--- src/design/fpps_pkg.sv ---
// Types and constants of the fuel pump prime sequencer.
package fpps_pkg;

    localparam int CFG_INDEX_W = 4;
    localparam int CFG_DATA_W  = 16;

    localparam logic [CFG_INDEX_W-1:0] REG_RUN_SPEED  = 4'd0;
    localparam logic [CFG_INDEX_W-1:0] REG_ON_TIME    = 4'd1;
    localparam logic [CFG_INDEX_W-1:0] REG_OFF_TIME   = 4'd2;
    localparam logic [CFG_INDEX_W-1:0] REG_ANTIC_CODE = 4'd3;

    localparam logic [15:0] PHASE_MAX = 16'd65000;

    typedef enum logic [2:0] {
        SEQ_WAIT  = 3'd0,
        SEQ_STALL = 3'd1,
        SEQ_NOM   = 3'd2,
        SEQ_REST  = 3'd3,
        SEQ_ON    = 3'd4,
        SEQ_KEYON = 3'd5
    } seq_t;

    typedef struct packed {
        logic [7:0]  run_speed;
        logic [15:0] on_time;
        logic [15:0] off_time;
        logic [3:0]  antic_code;
    } cfg_t;

    typedef struct packed {
        logic [2:0]  seq_state;
        logic [15:0] phase_count;
        logic        pump_cmd;
        logic        precontrol_flag;
        logic        init_done;
        logic        after_stall;
    } state_t;

    typedef struct packed {
        logic [7:0] engine_speed;
        logic [7:0] speed_threshold;
        logic [3:0] power_state;
        logic       prep_request;
        logic       key_on;
        logic [7:0] pump_count;
        logic       precontrol_active;
        logic       set_after_stall;
        logic       set_init_done;
    } tick_t;

    // Phase length clamped to 1..PHASE_MAX, minus one.
    function automatic logic [15:0] phase_load(input logic [15:0] len);
        logic [15:0] r;
        if (len == 16'd0)
            r = 16'd0;
        else if (len > PHASE_MAX)
            r = PHASE_MAX - 16'd1;
        else
            r = len - 16'd1;
        return r;
    endfunction

    // Saturating decrement, limited to PHASE_MAX.
    function automatic logic [15:0] count_down(input logic [15:0] c);
        logic [15:0] d;
        d = c - 16'd1;
        if (c == 16'd0)
            d = 16'd0;
        else if (d > PHASE_MAX)
            d = PHASE_MAX;
        return d;
    endfunction

endpackage

--- src/design/fpps_step.sv ---
// One tick of the priming sequencer: next state and enable from state and tick word.
module fpps_step (
    input  fpps_pkg::cfg_t   cfg,
    input  fpps_pkg::state_t cur,
    input  fpps_pkg::tick_t  tick,
    output fpps_pkg::state_t nxt,
    output logic             periodic_enable
);
    import fpps_pkg::*;

    logic running;
    logic remote;
    logic enable;
    logic as_pre;
    logic id_pre;
    logic pf_pre;
    logic pc_pre;

    assign as_pre  = cur.after_stall | tick.set_after_stall;
    assign id_pre  = cur.init_done | tick.set_init_done;
    assign pf_pre  = cur.precontrol_flag | (tick.engine_speed > tick.speed_threshold);
    assign running = tick.engine_speed > cfg.run_speed;
    assign remote  = (tick.power_state == cfg.antic_code) && tick.prep_request;
    assign enable  = !running && (remote || tick.key_on);
    // Running forces on; no key and no anticipation forces off.
    assign pc_pre  = (cur.pump_cmd | running) & (remote | tick.key_on);

    assign periodic_enable = enable;

    always_comb
    begin
        nxt.seq_state       = cur.seq_state;
        nxt.phase_count     = cur.phase_count;
        nxt.pump_cmd        = pc_pre;
        nxt.precontrol_flag = pf_pre;
        nxt.init_done       = id_pre;
        nxt.after_stall     = as_pre;
        case (cur.seq_state)
            SEQ_WAIT:
            begin
                if (enable && tick.pump_count == 8'd0 && tick.precontrol_active)
                begin
                    if (as_pre)
                    begin
                        nxt.seq_state   = SEQ_STALL;
                        nxt.phase_count = count_down(cur.phase_count);
                    end
                    else if (id_pre)
                    begin
                        nxt.seq_state   = SEQ_NOM;
                        nxt.phase_count = count_down(cur.phase_count);
                    end
                    else
                    begin
                        nxt.seq_state   = SEQ_KEYON;
                        nxt.pump_cmd    = 1'b1;
                        nxt.phase_count = phase_load(cfg.on_time);
                    end
                end
            end
            SEQ_STALL, SEQ_NOM, SEQ_REST, SEQ_ON, SEQ_KEYON:
            begin
                if (!enable || cur.phase_count == 16'd0)
                begin
                    // Leaving stall or nominal drops their flags.
                    if (cur.seq_state == SEQ_STALL)
                        nxt.after_stall = 1'b0;
                    if (cur.seq_state == SEQ_NOM)
                    begin
                        nxt.precontrol_flag = 1'b0;
                        nxt.init_done       = 1'b0;
                    end
                end
                if (!enable)
                begin
                    nxt.phase_count = 16'd0;
                    nxt.seq_state   = SEQ_WAIT;
                end
                else if (cur.phase_count == 16'd0)
                begin
                    if (cur.seq_state == SEQ_REST)
                    begin
                        nxt.pump_cmd    = 1'b1;
                        nxt.seq_state   = SEQ_ON;
                        nxt.phase_count = phase_load(cfg.on_time);
                    end
                    else
                    begin
                        nxt.pump_cmd    = 1'b0;
                        nxt.seq_state   = SEQ_REST;
                        nxt.phase_count = phase_load(cfg.off_time);
                    end
                end
                else
                begin
                    nxt.phase_count = count_down(cur.phase_count);
                end
            end
            default:
            begin
                nxt.seq_state = SEQ_WAIT;
            end
        endcase
    end

endmodule

--- src/design/fuel_pump_prime_sequencer.sv ---
// Top level of the fuel pump prime sequencer.
// Each accepted input word is one task tick; its result word appears in the output
// register on the next clock and is held until taken. One word is accepted every
// clock while the input is not stalled: the state update and result are one short
// combinational step from the held sequencer state. The input stalls only while a
// result is waiting and the output is stalled. Configuration writes take effect at
// once; the user must make them while the block is idle (not enforced here).
module fuel_pump_prime_sequencer (
    input  logic                                clk,
    input  logic                                rst_n,
    input  logic                                cfg_we,
    input  logic [fpps_pkg::CFG_INDEX_W-1:0]    cfg_index,
    input  logic [fpps_pkg::CFG_DATA_W-1:0]     cfg_data,
    input  logic                                in_valid,
    output logic                                in_stall,
    input  logic [7:0]                          engine_speed,
    input  logic [7:0]                          speed_threshold,
    input  logic [3:0]                          power_state,
    input  logic                                prep_request,
    input  logic                                key_on,
    input  logic [7:0]                          pump_count,
    input  logic                                precontrol_active,
    input  logic                                set_after_stall,
    input  logic                                set_init_done,
    output logic                                out_valid,
    input  logic                                out_stall,
    output logic                                pump_on,
    output logic                                periodic_enable,
    output logic                                precontrol_ok,
    output logic [2:0]                          sequencer_state,
    output logic [15:0]                         ticks_left,
    output logic                                init_done_flag,
    output logic                                after_stall_flag
);
    import fpps_pkg::*;

    cfg_t   cfg_reg;
    state_t state_reg;
    state_t state_next;
    tick_t  tick;
    logic   enable_next;
    logic   enable_reg;
    logic   out_valid_reg;
    logic   in_accept;

    assign in_stall  = out_valid_reg && out_stall;
    assign in_accept = in_valid && !in_stall;

    assign tick.engine_speed      = engine_speed;
    assign tick.speed_threshold   = speed_threshold;
    assign tick.power_state       = power_state;
    assign tick.prep_request      = prep_request;
    assign tick.key_on            = key_on;
    assign tick.pump_count        = pump_count;
    assign tick.precontrol_active = precontrol_active;
    assign tick.set_after_stall   = set_after_stall;
    assign tick.set_init_done     = set_init_done;

    fpps_step u_step (
        .cfg             (cfg_reg),
        .cur             (state_reg),
        .tick            (tick),
        .nxt             (state_next),
        .periodic_enable (enable_next)
    );

    always_ff @(posedge clk or negedge rst_n)
    begin
        if (!rst_n)
        begin
            cfg_reg.run_speed  <= 8'd0;
            cfg_reg.on_time    <= 16'd1;
            cfg_reg.off_time   <= 16'd1;
            cfg_reg.antic_code <= 4'd0;
        end
        else if (cfg_we)
        begin
            case (cfg_index)
                REG_RUN_SPEED:  cfg_reg.run_speed  <= cfg_data[7:0];
                REG_ON_TIME:    cfg_reg.on_time    <= cfg_data;
                REG_OFF_TIME:   cfg_reg.off_time   <= cfg_data;
                REG_ANTIC_CODE: cfg_reg.antic_code <= cfg_data[3:0];
                default:        ;
            endcase
        end
    end

    // The state itself is the result word, so it doubles as the output register.
    always_ff @(posedge clk or negedge rst_n)
    begin
        if (!rst_n)
        begin
            state_reg.seq_state       <= SEQ_WAIT;
            state_reg.phase_count     <= 16'd0;
            state_reg.pump_cmd        <= 1'b0;
            state_reg.precontrol_flag <= 1'b0;
            state_reg.init_done       <= 1'b0;
            state_reg.after_stall     <= 1'b0;
            enable_reg                <= 1'b0;
            out_valid_reg             <= 1'b0;
        end
        else
        begin
            if (in_accept)
            begin
                state_reg  <= state_next;
                enable_reg <= enable_next;
            end
            // Hold the word until taken; a new one replaces it in the same cycle.
            out_valid_reg <= in_accept || (out_valid_reg && out_stall);
        end
    end

    assign out_valid        = out_valid_reg;
    assign pump_on          = state_reg.pump_cmd;
    assign periodic_enable  = enable_reg;
    assign precontrol_ok    = state_reg.precontrol_flag;
    assign sequencer_state  = state_reg.seq_state;
    assign ticks_left       = state_reg.phase_count;
    assign init_done_flag   = state_reg.init_done;
    assign after_stall_flag = state_reg.after_stall;

endmodule

--- config.mk ---
export PLATFORM = sky130hd
export DESIGN_NAME = fuel_pump_prime_sequencer
export DESIGN_NICKNAME = d
export VERILOG_FILES = /design/src/design/fpps_pkg.sv /design/src/design/fpps_step.sv /design/src/design/fuel_pump_prime_sequencer.sv
export SDC_FILE = /design/constraint.sdc
export NUM_CORES = 1
export LEC_CHECK = 0
export ABC_AREA = 1
export ABC_CLOCK_PERIOD_IN_PS = 2750
export BUFFER_PORTS_ARGS = -buffer_cell sky130_fd_sc_hd__buf_4
export CORE_MARGIN = 2
export CORE_UTILIZATION = 59
export DETAILED_ROUTE_END_ITERATION = 10
export PLACE_DENSITY = 0.79
export REMOVE_ABC_BUFFERS = 1
export SLEW_MARGIN = 20
export SYNTH_ARGS = -nofsm -noshare
export SYNTH_HDL_FRONTEND = slang
export SYNTH_HIERARCHICAL = 1
export SYNTH_SLANG_ARGS = --single-unit
--- constraint.sdc ---
create_clock -name clk -period 2.75 [get_ports clk]
set_input_delay 0.4125 -clock clk [delete_from_list [all_inputs] [get_ports clk]]
set_output_delay 0.4125 -clock clk [all_outputs]
set_load 0.02 [all_outputs]
==> results of run 1 <==
==> worst max-delay path, delay by kind of cell (launching register included) <==
family,cells,cell delay [ns]
flops,1,0.44
compound gates,2,0.16
buf+inv,3,0.46
simple gates,8,1.10
fa+ha+maj,1,0.20
==> final cells by class <==
type | instances | area (um^2) | area share [%]
sequential | 69 | 1729 | 24.19
multi-input combinational | 774 | 3811 | 53.31
timing repair buffer | 103 | 785.8 | 10.99
inverter | 119 | 452.9 | 6.335
clock buffer | 10 | 127.6 | 1.785
clock inverter | 6 | 65.06 | 0.9100
timing repair inverter | 1 | 7.507 | 0.1050
tap | 136 | 170.2 | 2.380
==> cell usage in the layout (no fill, tap or decap), types with 4 or more instances in the layout <==
master and count:
inv_2 6, nor2_2 6, buf_4 102, nor2_4 6
nand4_1 64, nand2_1 379, nand3_2 4, inv_1 110
clkbuf_8 9, nand2_2 6, ha_1 21, a21oi_1 35
o21ai_0 25, dfrtp_1 67, xor2_1 12, nor2_1 71
nor3_1 14, a31oi_1 4, nand3_1 90
==> layer usage <==
| layer | GRT usage [%] | wire length (um) | vias up | part of all wire [%] |
|---|---|---|---|---|
| met2 | 52.88 | 8178 | 319 | 46 |
| met3 | 4.598 | 1297 | 40 | 7.3 |
| li1 | - | - | 3397 | - |
| met5 | 0 | 0 | - | 0 |
| met4 | 12.06 | 444 | 0 | 2.5 |
| met1 | 45.13 | 7958 | 3109 | 45 |
==> logic make-up after synthesis <==
kind of cell,after synthesis,share of synthesized area (%)
and+or+nand+nor,657,47.88
AOI/OAI and AO/OA,82,7.336
buffers and inverters,151,10.51
xor gates and xnor gates,14,2.102
adders and majority gates,21,4.244
DFF,69,27.93
==> power by group <==
| group | internal (mW) | switching [mW] |
|---|---|---|
| logic | 0.848 | 1.52 |
| clock network | 0.420 | 0.442 |
| registers | 1.21 | 0.258 |
| total | 2.48 | 2.22 |
==> worst max path at each step <==
stage | from | slack (ns) | end | cells after the start
4_1_cts | cfg_reg[43] | 0.25 | ticks_left[1] | 14
3_3_place_gp | engine_speed[7] | 0.15 | ticks_left[1] | 16
6_report | ticks_left[0] | 0.28 | ticks_left[7] | 14
5_1_grt | cfg_reg[43] | 0.01 | ticks_left[14] | 13
2_1_floorplan | engine_speed[7] | 0.38 | ticks_left[15] | 14
3_5_place_dp | engine_speed[7] | 0.15 | ticks_left[1] | 14
==> cell usage after synthesis, drive strengths merged, types with 2 or more instances <==
cell | n | share of area [%]
inv | 118 | 7.2
clkbuf | 6 | 0.36
o211ai | 3 | 0.36
nand4 | 64 | 6.5
o2111ai | 2 | 0.28
dfrtp | 67 | 27
o21ai | 28 | 2.3
nand3 | 97 | 8.8
ha | 21 | 4.2
or2 | 3 | 0.30
dfstp | 2 | 0.85
buf | 26 | 2.9
xor2 | 13 | 2.0
nor3 | 16 | 1.5
nand2 | 386 | 24
o21a | 3 | 0.36
o22ai | 2 | 0.20
o21bai | 2 | 0.24
a31oi | 4 | 0.40
a21oi | 36 | 3.0
nor2 | 84 | 6.3
nand3b | 3 | 0.36
==> what timing repair did <==
item                                    4_1_cts  5_1_grt
gates resized for setup                       0        2
buffers inserted                              0        2
endpoints found under the setup margin        0        4
==> stage by stage <==
stage | utilization (%) | instance area, um^2 | cells | hold WS (ns)
detailed placement | 67.31 | 6918 | 1199 | 0.4595
finish | 69.56 | 7149 | 1218 | 0.1611
global route | 69.56 | 7149 | 1218 | 0.2482
CTS | 69.19 | 7111 | 1215 | 0.2055
floorplan | - | 5989 | 962 | 0.1169
global placement | 67.31 | 6918 | 1199 | 0.4560
==> metrics, run 1 <==
clock sink count 69; Unique masters post-synth 45; TNS Setup 0 ns; H-tree depth 3; # IOs 84; first-pass GRT wire length 30120 um; Critical Path, Cell by Cell inv_2 -> ha_1 -> inv_1 -> nor3_1 -> nand4_1 -> nor2_2 -> buf_4 -> nand2_1 -> nand2_1 -> a21oi_1 -> o21ai_0 -> nand3_1 -> nand3_1 -> nand2_1; synthesized cell area 6191 um^2; # rows 37; DIE WIDTH 106.4 um; VDD IR max 0.0003538 V; post-layout minimum cycle time 2.472 ns; register area share after synthesis 27.93%; fraction of layout cells with a size suffix above 1 15.06%; Avg Synthesized Cell Area 6.228 um^2; Pleak 3.929 nW; DP Worst Slack 0.1478 ns; worst setup margin 0.2776 ns; Ys Warns 6; CTS tree done; total global routing overflow 0; hold crit path type in2async; crit-path most repeated cell nand2_1; DRC errors left 0; # setup viols final 0; Worst Tran Pin Value 0.9649 ns; routed len/inst 14.68 um; largest net degree at the start of global routing 70; RSZ-0062 raised after global routing false; vias 6865; global placement routability congestion 0.9788; die area 11330 um^2; reg-to-reg setup timing slack 0.28 ns; Nets 1156; max-slew violations 0; vias in the first global route 6327; EDFF count, synth 0; max FFs per register 44; CTS Buf Count 9; Final Cycle Share 89.90%; Initial DRC Count 513; initial antenna violation count 0; Fin. Hold Viols 0; Clock Latency Late Sink 0.37 ns; post-DP HPWL 13390 um; #FFs+latches synth 69; pwr dens 657.6 nW/um^2; critical path class reg2reg; worst flop-to-flop path endpoint ticks_left[7]; Async SR Flop Fraction 100.0%; R2R depth 14; number of fill cells 1011; slowest stage cell, crit path dfrtp_1; Total GRT Usage 32.86%; starting density of the core 60.24%; area growth from synthesis to layout 15.48%; Rel. slew slack 35.52%; CTS Hold Bufs 0; nature of the critical path startpoint flip-flop; outcome finished clean; WL final 17880 um; R2R Path Start ticks_left[0]; CTS clk-pin slew, worst paths 0.09 ns; Max clock buf depth 2; Antenna Cells 0; buffers added on ports 83; Core Region 10280 um^2; arrival time of the worst setup path 2.72 ns; chip height 106.4 um; Crit Path Max Fanout 9; Crit. End Element flip-flop; vias per cell 5.636; Gate Count Post-Synth 994; clock root buffer master clkbuf_8; Max Clk Rate 0.4045 GHz; 1st-pass router iterations 8; Max-Cap Viols 0; clk_skew 0.02551 ns; Req. time, crit path 3.00 ns; Overall Power 4.702 mW; Post-synth top flop dfrtp_1; Final ANT Viol Nets 0; CP max stage delay 0.44 ns
Note: power is estimated with default switching activity, not from simulation.
==> run 2: changes to the inputs <==
--- a/config.mk
+++ b/config.mk
@@ -10,7 +10,7 @@
 export BUFFER_PORTS_ARGS = -buffer_cell sky130_fd_sc_hd__buf_4
 export CORE_MARGIN = 2
-export CORE_UTILIZATION = 59
+export CORE_UTILIZATION = 53
 export DETAILED_ROUTE_END_ITERATION = 10
-export PLACE_DENSITY = 0.79
+export PLACE_DENSITY = 0.72
 export REMOVE_ABC_BUFFERS = 1
 export SLEW_MARGIN = 20
==> constraint.sdc (replaced) <==
create_clock -name clk -period 2.75 [get_ports clk]
set_input_delay 0.4125 -clock clk [delete_from_list [all_inputs] [get_ports clk]]
set_output_delay 0.4125 -clock clk [all_outputs]
set_load 0.05 [all_outputs]
==> run 2 against run 1 <==
- setup slack got worse by 0.073 ns
- critical path type unchanged
- global-route usage fell by 2.5 points
- die area rose by 11%
- non-clock buffer count rose by 1
- sequential share of layout area fell by 0.44 points
- critical path depth fell by 1
- via count fell by 2.5%
==> metrics, run 2 (synthesized netlist as in run 1, its figures left out) <==
arrival time of the worst setup path 2.78 ns (+0.06 ns); WL final 18210 um (+1.8%); initial antenna violation count 0 (unchanged); Initial DRC Count 519 (+1.2%); Rel. slew slack 37.00% (+1.5 points); CP bufs+invs 2 (-1); Crit Path Max Fanout 17 (+8); clock sink count 69 (unchanged); # setup viols final 0 (unchanged); post-layout minimum cycle time 2.546 ns (+0.07322 ns); nature of the critical path startpoint flip-flop; placed cell count 1209 (+0.83%); vias in the first global route 6418 (+1.4%); vias per cell 5.466 (-3.0%); Fin. Hold Viols 0 (unchanged); largest net degree at the start of global routing 70 (unchanged); worst flop-to-flop path endpoint ticks_left[5]; CTS clk-pin slew, worst paths 0.06 ns (-0.03 ns); slowest stage cell, crit path dfrtp_1; fin util 63.76% (-5.8 points); Clock Latency Late Sink 0.35 ns (-0.02 ns); R2R depth 13 (-1); Post-CTS Setup Bufs 0 (unchanged); Critical Path, Cell by Cell inv_2 -> ha_1 -> nand3_2 -> inv_2 -> nand2_1 -> xor2_2 -> nor2_2 -> nand3_4 -> nand2_1 -> o21ai_0 -> nand3_1 -> nand3_1 -> nand2_1; routed len/inst 14.86 um (+1.2%); hold crit path type in2async; reg-to-reg setup timing slack 0.20 ns (-0.07 ns); register area 1729 um^2 (unchanged); # rows 39 (+5.4%); Crit. End Element flip-flop; Max Clk Rate 0.3928 GHz (-2.9%); chip height 112.1 um (+5.3%); vias 6696 (-2.5%); max FFs per register 44 (unchanged); VDD IR max 0.0004603 V (+30%); fraction of layout cells with a size suffix above 1 15.25% (+0.18 points); number of fill cells 1124 (+11%); DIE WIDTH 112.1 um (+5.3%); buffers added on ports 83 (unchanged); critical path class reg2reg; CTS tree done; most frequent cells in the layout nand2_1, inv_1, buf_4; starting density of the core 54.22% (-6.0 points); Max clock buf depth 2 (unchanged); Nets 1156 (unchanged); area growth from synthesis to layout 17.60%; Req. time, crit path 2.99 ns (about the same); DRC errors left 0 (unchanged); # IOs 84 (unchanged); global placement routability congestion 0.9353 (-4.4%); total global routing overflow 0 (unchanged); Layout Cells excl Fill 1225 (+0.57%); clk_skew 0.008994 ns (-0.01652 ns); Total GRT Usage 30.35% (-2.5 points); CTS Hold Bufs 0 (unchanged); commonest non-fill, non-tap cell in the layout nand2_1; Antenna Cells 0 (unchanged); Worst Tran Pin Value 0.9428 ns (-0.02215 ns); CP max stage delay 0.43 ns (about the same); area of the multi-input gates 3821 um^2 (+0.26%); H-tree depth 3 (unchanged); R2R Path Start ticks_left[0]; post-cts sizing count 0 (unchanged); crit-path most repeated cell nand2_1; Final Cycle Share 92.57% (+2.7 points); post-DP HPWL 13500 um (+0.86%); max-slew violations 0 (unchanged); Core Region 11420 um^2 (+11%); Pleak 3.989 nW (+1.5%); CTS Buf Count 9 (unchanged); first-pass GRT wire length 31200 um (+3.6%); Final ANT Viol Nets 0 (unchanged); die area 12560 um^2 (+11%); Max-Cap Viols 0 (unchanged); pwr dens 726.4 nW/um^2 (+10%); Crit path depth 13 (-1); clock root buffer master clkbuf_16; outcome finished clean; CP delay by family, top simple AND/OR/NAND/NOR gates; 1st-pass router iterations 5 (-3)
## run 2: cell count changes in the layout (fill, tap and decap cells not counted), moves of 2 or more
cell	delta
clkinvlp_4	-2
buf_4	+2
clkbuf_8	-6
clkbuf_16	+9
clkinv_2	-2
## run 2: how the worst max path moves through the flow
stage | from | to | slack (ns)
2_1_floorplan | sequencer_state[1] | ticks_left[4] | 0.25
4_1_cts | cfg_reg[43] | ticks_left[14] | 0.23
6_report | ticks_left[0] | ticks_left[5] | 0.20
3_3_place_gp | engine_speed[7] | ticks_left[12] | 0.21
3_5_place_dp | engine_speed[7] | ticks_left[14] | 0.07
5_1_grt | ticks_left[0] | ticks_left[2] | -0.0007
## run 2: power by group
group	switching, mW	leakage, nW	internal [mW]	total [mW]
registers	0.248	0.882	1.22	1.47
clock network	0.483	0.155	0.780	1.26
logic	1.70	2.95	0.865	2.56
## run 2: stage by stage
stage            TNS [ns]  instance area [um^2]  hold WS [ns]  total power [mW]  setup slack, ns
4_1_cts                 0                  7271        0.2308             5.252           0.2281
2_1_floorplan           0                  5989        0.1169             3.255           0.2479
3_3_place_gp            0                  6949        0.4551             3.963           0.2114
5_1_grt        -0.0006903                  7281        0.2750             5.705       -0.0006903
3_5_place_dp            0                  6949        0.4608             3.979          0.07191
6_report                0                  7281        0.1917             5.289           0.2044
## run 2: layout make-up
| cell class | count | share of cell area, % |
|---|---|---|
| Clock buffer | 12 | 3.660 |
| Clock inverter | 4 | 0.7561 |
| Inverter | 119 | 6.169 |
| Multi-Input combinational cell | 774 | 52.48 |
| Sequential cell | 69 | 23.75 |
| Tap cell | 143 | 2.457 |
| Timing Repair Buffer | 104 | 10.72 |
## run 2: worst register-to-register path: cells and delay by family (launching register included)
family	cells	cell delay [ns]
buffers and inverters	2	0.28
DFF	1	0.43
and+or+nand+nor	8	0.94
adders and majority gates	1	0.33
AOI/OAI and AO/OA	1	0.21
xor gates and xnor gates	1	0.26
## run 2: metal layers
layer	share of wire, %	vias up	wire length (um)	track usage [%]
li1	-	3396	-	-
met1	46	3040	8438	42.05
met2	46	229	8365	49.64
met3	5.4	31	987	3.402
met4	2.3	0	414	10.57
met5	0	-	0	0
==> run 3: changes to the inputs <==
Settings changed: PLACE_DENSITY 0.72 to default, PLACE_DENSITY_LB_ADDON from default to 0.05.
==> run 3 against run 2 <==
- non-clock buffer count down 1
- die area unchanged
- via count down 1.4%
- critical path depth unchanged
- clock skew up 0.0019 ns
- critical path type unchanged
- largest power group unchanged
==> metrics, run 3 (synthesized netlist as in run 1, its figures left out) <==
Worst Tran Pin Value 0.9133 ns (-0.02945 ns); most frequent cells in the layout nand2_1, inv_1, buf_4; pwr dens 729.2 nW/um^2 (+0.38%); clk_skew 0.01087 ns (+0.001880 ns); critical path class reg2reg; Max-Cap Viols 0 (unchanged); Post-CTS Setup Bufs 0 (unchanged); VDD IR max 0.0004801 V (+4.3%); crit-path most repeated cell nand2_1; Critical Path, Cell by Cell inv_1 -> ha_1 -> nand3_2 -> inv_2 -> nand2_1 -> xor2_1 -> nor2_2 -> nand3_4 -> nand2_1 -> o21ai_0 -> nand3_1 -> nand3_1 -> nand2_1; CTS Buf Count 9 (unchanged); Nets 1155 (-0.087%); post-layout minimum cycle time 2.514 ns (-0.03147 ns); CTS clk-pin slew, worst paths 0.07 ns (about the same); Final Cycle Share 91.42% (-1.1 points); Rel. slew slack 38.96% (+2.0 points); H-tree depth 3 (unchanged); Total GRT Usage 29.00% (-1.3 points); largest net degree at the start of global routing 70 (unchanged); routed len/inst 14.38 um (-3.3%); die area 12560 um^2 (unchanged); buffers added on ports 83 (unchanged); vias 6605 (-1.4%); Antenna Cells 0 (unchanged); Initial DRC Count 601 (+16%); Max Clk Rate 0.3978 GHz (+1.3%); max FFs per register 44 (unchanged); Max clock buf depth 2 (unchanged); Setup crit end ticks_left[5]; arrival time of the worst setup path 2.75 ns (-0.03 ns); TNS Setup 0 ns (unchanged); Pleak 3.980 nW (-0.24%); Clock Latency Late Sink 0.35 ns (about the same); Overall Power 5.299 mW (+0.19%); initial antenna violation count 0 (unchanged); Fin. Hold Viols 0 (unchanged); total global routing overflow 0 (unchanged); max-slew violations 0 (unchanged); 1st-pass router iterations 6 (+1); global placement routability congestion 0.9736 (+4.1%); slowest stage cell, crit path dfrtp_1; DIE WIDTH 112.1 um (unchanged); # IOs 84 (unchanged); Req. time, crit path 2.98 ns (about the same); Worst Setup SP ticks_left[1]; Crit Path Max Fanout 17 (unchanged); chip height 112.1 um (unchanged); Crit. End Element flip-flop; post-DP HPWL 13340 um (-1.2%); vias in the first global route 6129 (-4.5%); outcome finished clean; DRC errors left 0 (unchanged); # rows 39 (unchanged); commonest non-fill, non-tap cell in the layout nand2_1; R2R depth 13 (unchanged); CTS tree done; Final ANT Viol Nets 0 (unchanged); first-pass GRT wire length 29970 um (-4.0%); WL final 17600 um (-3.3%); clock sink count 69 (unchanged); RSZ-0062 raised after global routing true; worst flop-to-flop path endpoint ticks_left[5]; vias per cell 5.396 (-1.3%); starting density of the core 54.22% (unchanged); hold crit path type in2async; CP max stage delay 0.46 ns (+0.03 ns); Core Region 11420 um^2 (unchanged); nature of the critical path startpoint flip-flop; reg-to-reg setup timing slack 0.24 ns (+0.03 ns); area growth from synthesis to layout 17.38%; fraction of layout cells with a size suffix above 1 15.08% (-0.17 points); # setup viols final 0 (unchanged); R2R Path Start ticks_left[1]; clock root buffer master clkbuf_16
## run 3: changes by cell type in the layout (fill, tap and decap cells not counted), sizes merged
cell      previous run  this run
clkbuf              12         9
bufinv               1         2
inv                118       120
clkinv               3         2
buf                104       103
clkinvlp             1         2
## run 3: cell type report
| cell class | count | area, um^2 |
|---|---|---|
| fill | 1103 | 4151 |
| inverter | 119 | 449.2 |
| clock buffer | 9 | 225.2 |
| multi-input combinational | 774 | 3814 |
| tap | 143 | 178.9 |
| timing repair buffer | 103 | 773.2 |
| clock inverter | 7 | 97.59 |
| sequential | 69 | 1729 |
## run 3: where the power goes
part           switching (mW)  leakage [nW]  internal [mW]
combinational            1.67          2.95          0.860
sequential              0.259         0.882           1.22
clock                   0.497         0.152          0.799
total                    2.42          3.98           2.88
## run 3: worst max-delay path: cells and delay by family, from the launching register on
kind	cells	cell delay, ns
fa+ha+maj	1	0.31
simple gates	8	0.87
buf+inv	2	0.23
flops	1	0.46
compound gates	1	0.20
xor+xnor	1	0.31
## run 3: per-stage QoR
stage / std cells / setup WS [ns] / util (%) / cell area [um^2] / hold WS, ns
finish: 1224 / 0.2359 / 63.64 / 7267 / 0.1849
global route: 1224 / 0.001593 / 63.64 / 7267 / 0.2660
CTS: 1224 / 0.2425 / 63.62 / 7264 / 0.2219
detailed placement: 1208 / 0.08563 / 60.79 / 6942 / 0.4592
global placement: 1208 / 0.1967 / 60.79 / 6942 / 0.4533
floorplan: 962 / 0.2479 / - / 5989 / 0.1169
## run 3: worst min-delay path by stage
stage | cells past startpoint | startpoint | endpoint | slack, ns
2_1_floorplan | 0 | rst_n | after_stall_flag | 0.12
3_3_place_gp | 2 | cfg_reg[38] | cfg_reg[38] | 0.45
3_5_place_dp | 2 | cfg_reg[42] | cfg_reg[42] | 0.46
4_1_cts | 1 | rst_n | ticks_left[11] | 0.22
5_1_grt | 1 | rst_n | ticks_left[11] | 0.27
6_report | 1 | rst_n | ticks_left[6] | 0.18
## run 3: layer usage
metal | wire length (um) | track usage (%)
met2 | 7970 | 46.71
met5 | 0 | 0
met3 | 1130 | 4.644
met1 | 8122 | 40.43
met4 | 374 | 8.862
## run 3: what timing repair did
item | in CTS | in global routing
hold buffers | 0 | 0
setup endpoints to repair | 0 | 3
endpoints found under the hold margin | 0 | 0
gates resized for setup | 0 | 1
